**config.mk**
```make
export PLATFORM = sky130hd
export DESIGN_NAME = per_channel_trimmed_mean_filter
export DESIGN_NICKNAME = d
export VERILOG_FILES = /design/src/sv/pctm_pkg.sv /design/src/sv/pctm_ram.sv /design/src/sv/pctm_div.sv /design/src/sv/per_channel_trimmed_mean_filter.sv
export SDC_FILE = /design/constraint.sdc
export NUM_CORES = 2
export LEC_CHECK = 0
export ABC_AREA = 0
export BUFFER_PORTS_ARGS = -buffer_cell sky130_fd_sc_hd__buf_2
export CAP_MARGIN = 20
export CORE_ASPECT_RATIO = 0.6
export CORE_MARGIN = 8
export CORE_UTILIZATION = 39
export CTS_CLUSTER_DIAMETER = 60
export DETAILED_ROUTE_END_ITERATION = 10
export PLACE_DENSITY = 0.57
export SYNTH_ARGS = -nofsm -noshare
export SYNTH_HDL_FRONTEND = slang
export SYNTH_SLANG_ARGS = --single-unit
```
**constraint.sdc**
```tcl
create_clock -name clk_i -period 32.9 [get_ports clk_i]
set_input_delay 6.58 -clock clk_i [delete_from_list [all_inputs] [get_ports clk_i]]
set_output_delay 6.58 -clock clk_i [all_outputs]
set_load 0.03 [all_outputs]
```
**src/sv/pctm_pkg.sv**
```systemverilog
`timescale 1ns / 1ps

package pctm_pkg;

  // fixed field widths
  localparam int DATA_W = 16;
  localparam int MOD_W  = 3;

  typedef logic [DATA_W-1:0] sample_t;
  typedef logic [MOD_W-1:0]  mod_t;

  // cutoff after reset, 50.0 V
  localparam sample_t CUTOFF_RST = 16'd500;

endpackage

```
**src/sv/pctm_ram.sv**
```systemverilog
`timescale 1ns / 1ps

module pctm_ram #(
  parameter int WIDTH = 128,
  parameter int DEPTH = 8
) (
  input  logic                                       clk_i,
  input  logic                                       we_i,
  input  logic [((DEPTH > 1) ? $clog2(DEPTH) : 1)-1:0] waddr_i,
  input  logic [WIDTH-1:0]                           wdata_i,
  input  logic                                       re_i,
  input  logic [((DEPTH > 1) ? $clog2(DEPTH) : 1)-1:0] raddr_i,
  output logic [WIDTH-1:0]                           rdata_o
);

  logic [WIDTH-1:0] mem_q [DEPTH];
  logic [WIDTH-1:0] rdata_q;

  // one write port, one registered read port
  always_ff @(posedge clk_i) begin
    if (we_i) begin
      mem_q[waddr_i] <= wdata_i;
    end
    if (re_i) begin
      rdata_q <= mem_q[raddr_i];
    end
  end

  assign rdata_o = rdata_q;

endmodule

```
**src/sv/pctm_div.sv**
```systemverilog
`timescale 1ns / 1ps

module pctm_div #(
  parameter int SW  = 19,
  parameter int DIV = 6
) (
  input  logic              clk_i,
  input  logic              en_i,
  input  logic [SW-1:0]     sum_i,
  output pctm_pkg::sample_t quot_o
);
  import pctm_pkg::*;

  // reciprocal scaled so the first estimate is low by at most one
  localparam int K  = SW + 5;
  localparam int MW = K + 1;
  localparam int PW = SW + MW;
  localparam logic [MW-1:0] RECIP = MW'((64'd1 << K) / DIV);
  localparam logic [SW-1:0] DIV_W = SW'(DIV);

  logic [SW-1:0] sum_q;
  logic [PW-1:0] prod_q;
  sample_t       q0;
  logic [SW-1:0] rem;

  // multiply by the reciprocal, registered
  always_ff @(posedge clk_i) begin
    if (en_i) begin
      sum_q  <= sum_i;
      prod_q <= PW'(sum_i) * PW'(RECIP);
    end
  end

  // remainder check corrects the estimate by one
  always_comb begin
    q0     = prod_q[K+DATA_W-1:K];
    rem    = sum_q - SW'(q0) * DIV_W;
    quot_o = (rem >= DIV_W) ? q0 + 1'b1 : q0;
  end

endmodule

```
**src/sv/per_channel_trimmed_mean_filter.sv**
```systemverilog
`timescale 1ns / 1ps

// Per-module trimmed-mean filter for voltage/current readings. Each input word
// carries a module index and one voltage and one current sample; voltages under
// the cutoff register read as zero and force the current to zero. Samples are
// shifted into the module's WINDOW-deep windows (zero after reset) and each
// output word gives the window mean with one smallest and one largest sample
// dropped, truncated. Indexes of MODULES or more touch no window and return
// zeros. One word is accepted per cycle, back to back, while the output is not
// stalled. The stages are: window row read from memory, window update plus
// sum/min/max, reciprocal multiply, and the output register. Write the cutoff only while idle.
module per_channel_trimmed_mean_filter #(
  parameter int MODULES = 8,
  parameter int WINDOW  = 8
) (
  input  logic              clk_i,
  input  logic              rst_ni,
  input  logic              cfg_we_i,
  input  pctm_pkg::sample_t cfg_wdata_i,
  input  logic              in_valid_i,
  output logic              in_ready_o,
  input  pctm_pkg::mod_t    module_req_i,
  input  pctm_pkg::sample_t voltage_sample_i,
  input  pctm_pkg::sample_t current_sample_i,
  output logic              out_valid_o,
  input  logic              out_ready_i,
  output pctm_pkg::mod_t    module_out_o,
  output pctm_pkg::sample_t filtered_voltage_o,
  output pctm_pkg::sample_t filtered_current_o
);
  import pctm_pkg::*;

  localparam int AW = (MODULES > 1) ? $clog2(MODULES) : 1;
  localparam int SW = DATA_W + $clog2(WINDOW);
  localparam int RW = WINDOW * DATA_W;

  typedef logic [WINDOW-1:0][DATA_W-1:0] row_t;

  // sum of the window less one minimum and one maximum
  function automatic logic [SW-1:0] trim_sum(row_t r);
    logic [SW-1:0] acc;
    sample_t       lo;
    sample_t       hi;
    acc = '0;
    lo  = '1;
    hi  = '0;
    for (int k = 0; k < WINDOW; k++) begin
      acc = acc + SW'(r[k]);
      if (r[k] < lo) lo = r[k];
      if (r[k] > hi) hi = r[k];
    end
    return acc - SW'(lo) - SW'(hi);
  endfunction

  sample_t cutoff_q;

  logic    s1_vld_q, s2_vld_q, s3_vld_q, out_vld_q;
  logic    s1_rdy, s2_rdy, s3_rdy, out_rdy;
  logic    in_acc;
  mod_t    s1_mod_q, s2_mod_q, s3_mod_q, out_mod_q;
  sample_t s1_volt_q, s1_curr_q;
  logic    s1_rowvld_q;

  logic [2**AW-1:0] row_vld_q;
  logic             fwd_vld_q;
  logic [AW-1:0]    fwd_addr_q;
  row_t             fwd_vrow_q, fwd_crow_q;

  logic [AW-1:0] rd_addr, s1_addr;
  logic [RW-1:0] vrd_data, crd_data;
  logic          s1_in_range, s1_fwd, wr_en;
  sample_t       v_eff, c_eff;
  row_t          vold, cold, vnew, cnew;
  logic [SW-1:0] vsum, csum;
  logic [SW-1:0] s2_vsum_q, s2_csum_q;
  sample_t       vquot, cquot;
  sample_t       out_volt_q, out_curr_q;

  // stage handshake, a stage takes a word when empty or draining
  assign out_rdy    = !out_vld_q || out_ready_i;
  assign s3_rdy     = !s3_vld_q || out_rdy;
  assign s2_rdy     = !s2_vld_q || s3_rdy;
  assign s1_rdy     = !s1_vld_q || s2_rdy;
  assign in_ready_o = s1_rdy;
  assign in_acc     = in_valid_i && s1_rdy;

  // cutoff register
  always_ff @(posedge clk_i or negedge rst_ni) begin
    if (!rst_ni) begin
      cutoff_q <= CUTOFF_RST;
    end else if (cfg_we_i) begin
      cutoff_q <= cfg_wdata_i;
    end
  end

  // window rows live in memory, one row per module
  assign rd_addr = AW'(module_req_i);
  assign s1_addr = AW'(s1_mod_q);

  pctm_ram #(.WIDTH(RW), .DEPTH(MODULES)) u_vram (
    .clk_i   (clk_i),
    .we_i    (wr_en),
    .waddr_i (s1_addr),
    .wdata_i (vnew),
    .re_i    (in_acc),
    .raddr_i (rd_addr),
    .rdata_o (vrd_data)
  );

  pctm_ram #(.WIDTH(RW), .DEPTH(MODULES)) u_cram (
    .clk_i   (clk_i),
    .we_i    (wr_en),
    .waddr_i (s1_addr),
    .wdata_i (cnew),
    .re_i    (in_acc),
    .raddr_i (rd_addr),
    .rdata_o (crd_data)
  );

  // control of stage 1 and row valid bits
  always_ff @(posedge clk_i or negedge rst_ni) begin
    if (!rst_ni) begin
      s1_vld_q  <= 1'b0;
      row_vld_q <= '0;
      fwd_vld_q <= 1'b0;
    end else begin
      if (s1_rdy) begin
        s1_vld_q <= in_valid_i;
      end
      if (wr_en) begin
        row_vld_q[s1_addr] <= 1'b1;
        fwd_vld_q          <= 1'b1;
      end
    end
  end

  // stage 1 payload, plus a copy of the last row written
  always_ff @(posedge clk_i) begin
    if (in_acc) begin
      s1_mod_q    <= module_req_i;
      s1_volt_q   <= voltage_sample_i;
      s1_curr_q   <= current_sample_i;
      s1_rowvld_q <= row_vld_q[rd_addr];
    end
    if (wr_en) begin
      fwd_addr_q <= s1_addr;
      fwd_vrow_q <= vnew;
      fwd_crow_q <= cnew;
    end
  end

  // apply cutoff, pick the freshest row, shift in the new samples
  always_comb begin
    s1_in_range = (32'(s1_mod_q) < MODULES);
    v_eff       = (s1_volt_q < cutoff_q) ? '0 : s1_volt_q;
    c_eff       = (v_eff == '0) ? '0 : s1_curr_q;
    s1_fwd      = fwd_vld_q && (fwd_addr_q == s1_addr);
    if (s1_fwd) begin
      vold = fwd_vrow_q;
      cold = fwd_crow_q;
    end else if (s1_rowvld_q) begin
      vold = vrd_data;
      cold = crd_data;
    end else begin
      vold = '0;
      cold = '0;
    end
    for (int k = 0; k < WINDOW - 1; k++) begin
      vnew[k] = vold[k+1];
      cnew[k] = cold[k+1];
    end
    vnew[WINDOW-1] = v_eff;
    cnew[WINDOW-1] = c_eff;
    wr_en = s1_vld_q && s2_rdy && s1_in_range;
    vsum  = s1_in_range ? trim_sum(vnew) : '0;
    csum  = s1_in_range ? trim_sum(cnew) : '0;
  end

  // stages 2, 3 and output control
  always_ff @(posedge clk_i or negedge rst_ni) begin
    if (!rst_ni) begin
      s2_vld_q  <= 1'b0;
      s3_vld_q  <= 1'b0;
      out_vld_q <= 1'b0;
    end else begin
      if (s2_rdy) begin
        s2_vld_q <= s1_vld_q;
      end
      if (s3_rdy) begin
        s3_vld_q <= s2_vld_q;
      end
      if (out_rdy) begin
        out_vld_q <= s3_vld_q;
      end
    end
  end

  // trimmed sums and module index down the pipe
  always_ff @(posedge clk_i) begin
    if (s2_rdy) begin
      s2_mod_q  <= s1_mod_q;
      s2_vsum_q <= vsum;
      s2_csum_q <= csum;
    end
    if (s3_rdy) begin
      s3_mod_q <= s2_mod_q;
    end
    if (out_rdy) begin
      out_mod_q  <= s3_mod_q;
      out_volt_q <= vquot;
      out_curr_q <= cquot;
    end
  end

  // divide by the number of samples kept
  pctm_div #(.SW(SW), .DIV(WINDOW - 2)) u_vdiv (
    .clk_i  (clk_i),
    .en_i   (s3_rdy),
    .sum_i  (s2_vsum_q),
    .quot_o (vquot)
  );

  pctm_div #(.SW(SW), .DIV(WINDOW - 2)) u_cdiv (
    .clk_i  (clk_i),
    .en_i   (s3_rdy),
    .sum_i  (s2_csum_q),
    .quot_o (cquot)
  );

  assign out_valid_o        = out_vld_q;
  assign module_out_o       = out_mod_q;
  assign filtered_voltage_o = out_volt_q;
  assign filtered_current_o = out_curr_q;

endmodule

```
Word-level counts from Yosys, hierarchy flattened

Memory sizes are Yosys's and may differ from the RTL's. A register that Yosys moved wholly into a read port is not among the register bits.
Index checks and enable logic that the tools add are counted.

$add $sub $neg: 22
$mul: 4
$lt $le $gt $ge: 38
Equality and inequality tests: 1
Muxes and demuxes: 46
Bitwise logic cells: 1
Reductions and logical operators: 13

Operators with widths:

| cell                   | count |
|---|---|
| $mux 16                | 36 |
| $mux 128               | 4 |
| $lt 16x16->1           | 15 |
| $gt 16x16->1           | 14 |
| $add 19x16->19         | 8 |
| $mul 19x21->39 const B | 2 |
| $sub 19x16->19         | 4 |
| $add 18x16->19         | 2 |
| $ge 19x3->1 const B    | 2 |
| $sub 19x19->19         | 2 |
| $add 17x16->18         | 2 |
| $mul 16x2->18 const B  | 2 |
| $add 16x16->17         | 2 |
| $add 16x1->16 const B  | 2 |
| $gt 16x1->1 const B    | 2 |
| $lt 16x16->1 const B   | 2 |
| $logic_not 16->1       | 1 |
| $lt 3x4->1 const B     | 2 |
| $or 8x8->8             | 1 |
| $logic_and 1x1->1      | 4 |
| $logic_not 1->1        | 4 |
| $logic_or 1x1->1       | 4 |
| $mux 1                 | 4 |
| $bmux 1 s3             | 1 |
| 3 further kinds        | 3 |

Bits in registers: 519
RAM bits: 2,048
Input bits: 56
Output and inout port bits: 37
Word-level logic and storage cells: 166
Memories: 2

Memory list:

| memory       | words | bits a word | read ports | clocked after memory_dff | write ports | RTL line       | text |
|---|---|---|---|---|---|---|---|
| u_cram.mem_q | 8     | 128         | 1          | 1                        | 1           | pctm_ram.sv:16 | `logic [WIDTH-1:0] mem_q [DEPTH];` |
| u_vram.mem_q | 8     | 128         | 1          | 1                        | 1           | pctm_ram.sv:16 |  |

Longest topological paths before layout

Depth after elaboration: 21
Depth in mapped cells: 138
Gate-level depth less buffers: 117

Modules after synthesis

From an unflattened synthesis, not the netlist that was laid out.

Cells, all modules: 9,014
Area, all modules: 139,839.1 um^2

Modules (own cells, without submodules):

| module                          | times used | cells each | area each (um^2) | seq. area each (um^2) |
|---|---|---|---|---|
| pctm_ram                        | 2          | 1,620      | 42,836.1         | 34,593.2 |
| per_channel_trimmed_mean_filter | 1          | 4,217      | 39,369.0         | 11,003.1 |
| pctm_div (u_vdiv)               | 1          | 778        | 7,405.9          | 1,021.0 |
| pctm_div (u_cdiv)               | 1          | 779        | 7,392.1          | 1,021.0 |

Worst setup path before layout

No wires, ideal clock.

Path type: input-to-reg
Start: in out_ready_i
End: reg row_vld_q[1]
Setup time: 163 ps
Arrival: 29,431 ps
Required time: 32,737 ps
Slack: 3,306 ps
Stages: 7
Path buffers: 0
Path through: nor2b_1 nand3_1 nand2_1 inv_1 nand2_1 nor3_1 or2_2

Longest elaborated chain between the ends: 4

RTL lines:

| what                          | RTL line                               | text |
|---|---|---|
| start, declared               | per_channel_trimmed_mean_filter.sv:26  | `input logic out_ready_i,` |
| $logic_or 1x1->1              | per_channel_trimmed_mean_filter.sv:80  | `assign out_rdy = !out_vld_q \|\| out_ready_i;` |
| $logic_or 1x1->1              | per_channel_trimmed_mean_filter.sv:81  | `assign s3_rdy = !s3_vld_q \|\| out_rdy;` |
| $logic_or 1x1->1              | per_channel_trimmed_mean_filter.sv:82  | `assign s2_rdy = !s2_vld_q \|\| s3_rdy;` |
| via s2_rdy                    | per_channel_trimmed_mean_filter.sv:58  | `logic s1_rdy, s2_rdy, s3_rdy, out_rdy;` |
| $logic_and 1x1->1             | per_channel_trimmed_mean_filter.sv:174 | `wr_en = s1_vld_q && s2_rdy && s1_in_range;` |
| via u_cram.we_i               | pctm_ram.sv:8                          | `input logic we_i,` |
| end signal, assigned          | per_channel_trimmed_mean_filter.sv:124 | `row_vld_q <= '0;` |
| end signal, assigned by index | per_channel_trimmed_mean_filter.sv:131 | `row_vld_q[s1_addr] <= 1'b1;` |
| end, declared                 | per_channel_trimmed_mean_filter.sv:64  | `logic [2**AW-1:0] row_vld_q;` |

The timed path passes the listed nets, and every way through them passes these cells.
A chain may end at the register's enable or synchronous reset.

==> impl_metrics.ini <==
[global_routing]
grt_start_max_net_pins = 141
first_global_vias = 72500
antenna_found_initial = 15
track_usage = 0.198
grt-ovfl-total = 0
grt_first_pass_wirelength_mm = 506

[synthesis]
yosys_most_used_dff = edfxtp_1
synth_seq_area_share = 0.584
synthMuxAreaShare = 0.120
synthArstFlopShare = 0.0118
ys_ff_latch = 2455
syn_inst = 8293
synth_compound_area_frac = 0.0582
ys_warn_count = 0
syn-num-nets = 9532
synthAdderAreaFrac = 0.142
yosysUniqueCellTypes = 107
synthXorXnorAreaFrac = 0.0101
synth_edf_count = 2426
syn_area_mm2 = 0.126
synth_top_family_by_area = adder cells
synth_area_per_cell_um2 = 15.2
synthSimpleGateAreaFrac = 0.0515

[die]
initial_core_util = 0.393
die_h_um = 456
die_area_mm2 = 0.342
row_count = 161
coreArea_mm2 = 0.321
chipWidth_um = 750
ios = 93

[timing]
whs_ps = 427
min_period_ps = 28700
max_freq_mhz = 34.8
finalHoldViolCount = 0
fin_crit_sh = 0.872
setup_viol = 0
fin_tns_setup_ps = 0
drv_slew = 0
rsz0062_at_grt = no
slew_headroom = 0.227
max_slew.worst_pin.slew_ps = 1150
clock_skew_ps = 97.6

[layout]
final_cells = 13000
register_area_mm2 = 0.0736
drive_gt1_frac = 0.175
fill_cells = 28500
area_delta_synth_final_pct = 10.8
fin_nets = 9742
multi_input_area_mm2 = 0.0483

[clock_network]
cts_setup_buffers = 0
holdBufCountCts = 0
clk_pin_slew_ps = 70
clock_path_buffers = 4
clock-root-buffer = clkbuf_16
cts_tree = done
cts_htree_levels = 4
cts_made_buffers = 237
clock_latency_ps = 940
cts.sinks = 2455
cts.repair.resized = 0

[setup_path]
crit_top_cell = a21oi_1
cp_slowest_cell = and4_4
crit_type = flop to flop
cp_max_fo = 116
critPathRequiredTime_ps = 33450
end_kind = flop
worstRegToRegCells = 101
critPathMaxStageDelay_ps = 830
start_kind = flop
worstPathArrival_ps = 29260

[placement]
port_buffers = 92
dpl.hpwl_mm = 232
dp_cells = 12600
place.gp.congestion = 0.945

[routing]
wirelength_mm = 346
first_pass_iters = 6
post_drt_wl_per_cell_um = 26.6
drcViolationCount = 0
drt-initial-drc-count = 7561
postRouteAntennaNets = 0
vias = 72200
drt-vias-per-instance = 5.55

[hold_path]
hold_class = flop to flop
holdPathStages = 0

[run]
cap_violations = 0

[outcome]
outcome = finished, final reports clean
[flip-flops by register name (all words and copies together) (netlist names), 18 cells and up]
signal / count
fwd_vrow_q: 112
u_vdiv.sum_q: 18
u_cram.rdata_o: 112
u_cram.mem_q: 896
u_vram.mem_q: 896
u_cdiv.sum_q: 18
fwd_crow_q: 112
s2_csum_q: 19
u_vram.rdata_o: 112
s2_vsum_q: 19
[worst max-delay path: cells and delay by family, from the launching register on]
| kind | cells | cell delay (ps) |
|---|---|---|
| adders and majority gates | 13 | 4830 |
| muxes | 4 | 1410 |
| buffers and inverters | 13 | 2610 |
| AOI/OAI and AO/OA | 35 | 9360 |
| xor gates and xnor gates | 2 | 720 |
| and+or+nand+nor | 34 | 8540 |
| DFF | 1 | 530 |
[layout make-up]
cell class | count | area share
diodes | 8 | 0.000143
clock buffers | 269 | 0.0435
clock inverters | 148 | 0.00943
inverters | 842 | 0.0227
multi-input cells | 4720 | 0.346
flip-flops and latches | 2455 | 0.527
well taps | 4319 | 0.0387
repair buffers | 247 | 0.0131
[through the flow]
stage | util | area [µm²] | setup slack, ps
floorplan | - | 126000 | 3310
global placement | 0.412 | 132000 | 5200
detailed placement | 0.412 | 132000 | 5190
CTS | 0.435 | 140000 | 5060
global route | 0.435 | 140000 | 2700
finish | 0.435 | 140000 | 4200
[cells in the final DEF, fill, tap and decap left out, types with 54 or more instances in the layout]
cell	count
inv_1	839
fa_1	418
o21ai_0	281
ha_1	765
o21a_1	103
mux2i_1	64
nor2b_1	61
buf_4	135
mux2_2	365
mux4_2	450
nand2_1	499
xnor2_1	106
and3_1	120
nand4_1	82
edfxtp_1	2426
nor2_1	231
buf_2	89
clkbuf_16	238
a21oi_1	371
clkinv_1	54
nand3_1	119
nand2b_1	55
a21o_1	144
[worst paths after layout]
kind,from,to,slack (ps)
setup / recovery,s1_addr[1],s2_csum_q[17],4200
hold / removal,s3_mod_q[2],module_out_o[2],430
setup reg to reg,s1_addr[1],s2_csum_q[17],4200
hold reg to reg,s3_mod_q[2],module_out_o[2],430
max in group asynchronous,rst_ni,out_valid_o,26650
min in group asynchronous,rst_ni,cutoff_q[0],5740
[Yosys cell counts, drive strengths merged (8+ instances only)]
| library cell | number | area (µm²) |
|---|---|---|
| a2111oi | 10 | 101 |
| nand3b | 9 | 67.6 |
| a211oi | 14 | 125 |
| and4 | 16 | 145 |
| o21bai | 39 | 293 |
| nand2 | 506 | 1920 |
| a21boi | 24 | 180 |
| dfrtp | 23 | 576 |
| fa | 418 | 8370 |
| inv | 841 | 3160 |
| nand4 | 83 | 526 |
| xor2 | 36 | 315 |
| o21a | 104 | 782 |
| a31oi | 12 | 81.3 |
| a21oi | 379 | 1920 |
| a21o | 144 | 1080 |
| clkbuf | 158 | 593 |
| a221oi | 24 | 323 |
| mux2i | 65 | 663 |
| nor4 | 19 | 119 |
| a211o | 8 | 70.1 |
| ha | 765 | 9570 |
| nand2b | 55 | 344 |
| and3 | 120 | 751 |
| mux4 | 450 | 10100 |
| o221ai | 9 | 85.1 |
| or3 | 12 | 75.1 |
| nor2 | 239 | 900 |
| or2 | 21 | 131 |
| nor2b | 61 | 382 |
| nor3 | 53 | 265 |
| buf | 118 | 526 |
| xnor2 | 108 | 961 |
| o21ai | 295 | 1500 |
| o211ai | 17 | 138 |
| nor4b | 8 | 76.3 |
| nand3 | 120 | 601 |
| mux2 | 382 | 4320 |
| edfxtp | 2426 | 72800 |
| and2 | 13 | 83.8 |
[cell families after synthesis]
kind of cell,after synthesis
DFF,2455
and+or+nand+nor,1348
adders and majority gates,1184
AOI/OAI and AO/OA,1147
buffers and inverters,1118
muxes,897
xor gates and xnor gates,144
[layer usage]
metal  part of all wire  GRT usage
met5            0.00043          0
met4              0.015     0.0301
met3              0.090     0.0475
met2               0.39      0.260
met1               0.51      0.329
Power is left out: the tool's default activity adds up to more than one toggle a clock period on the data nets, which glitch-free logic cannot reach.
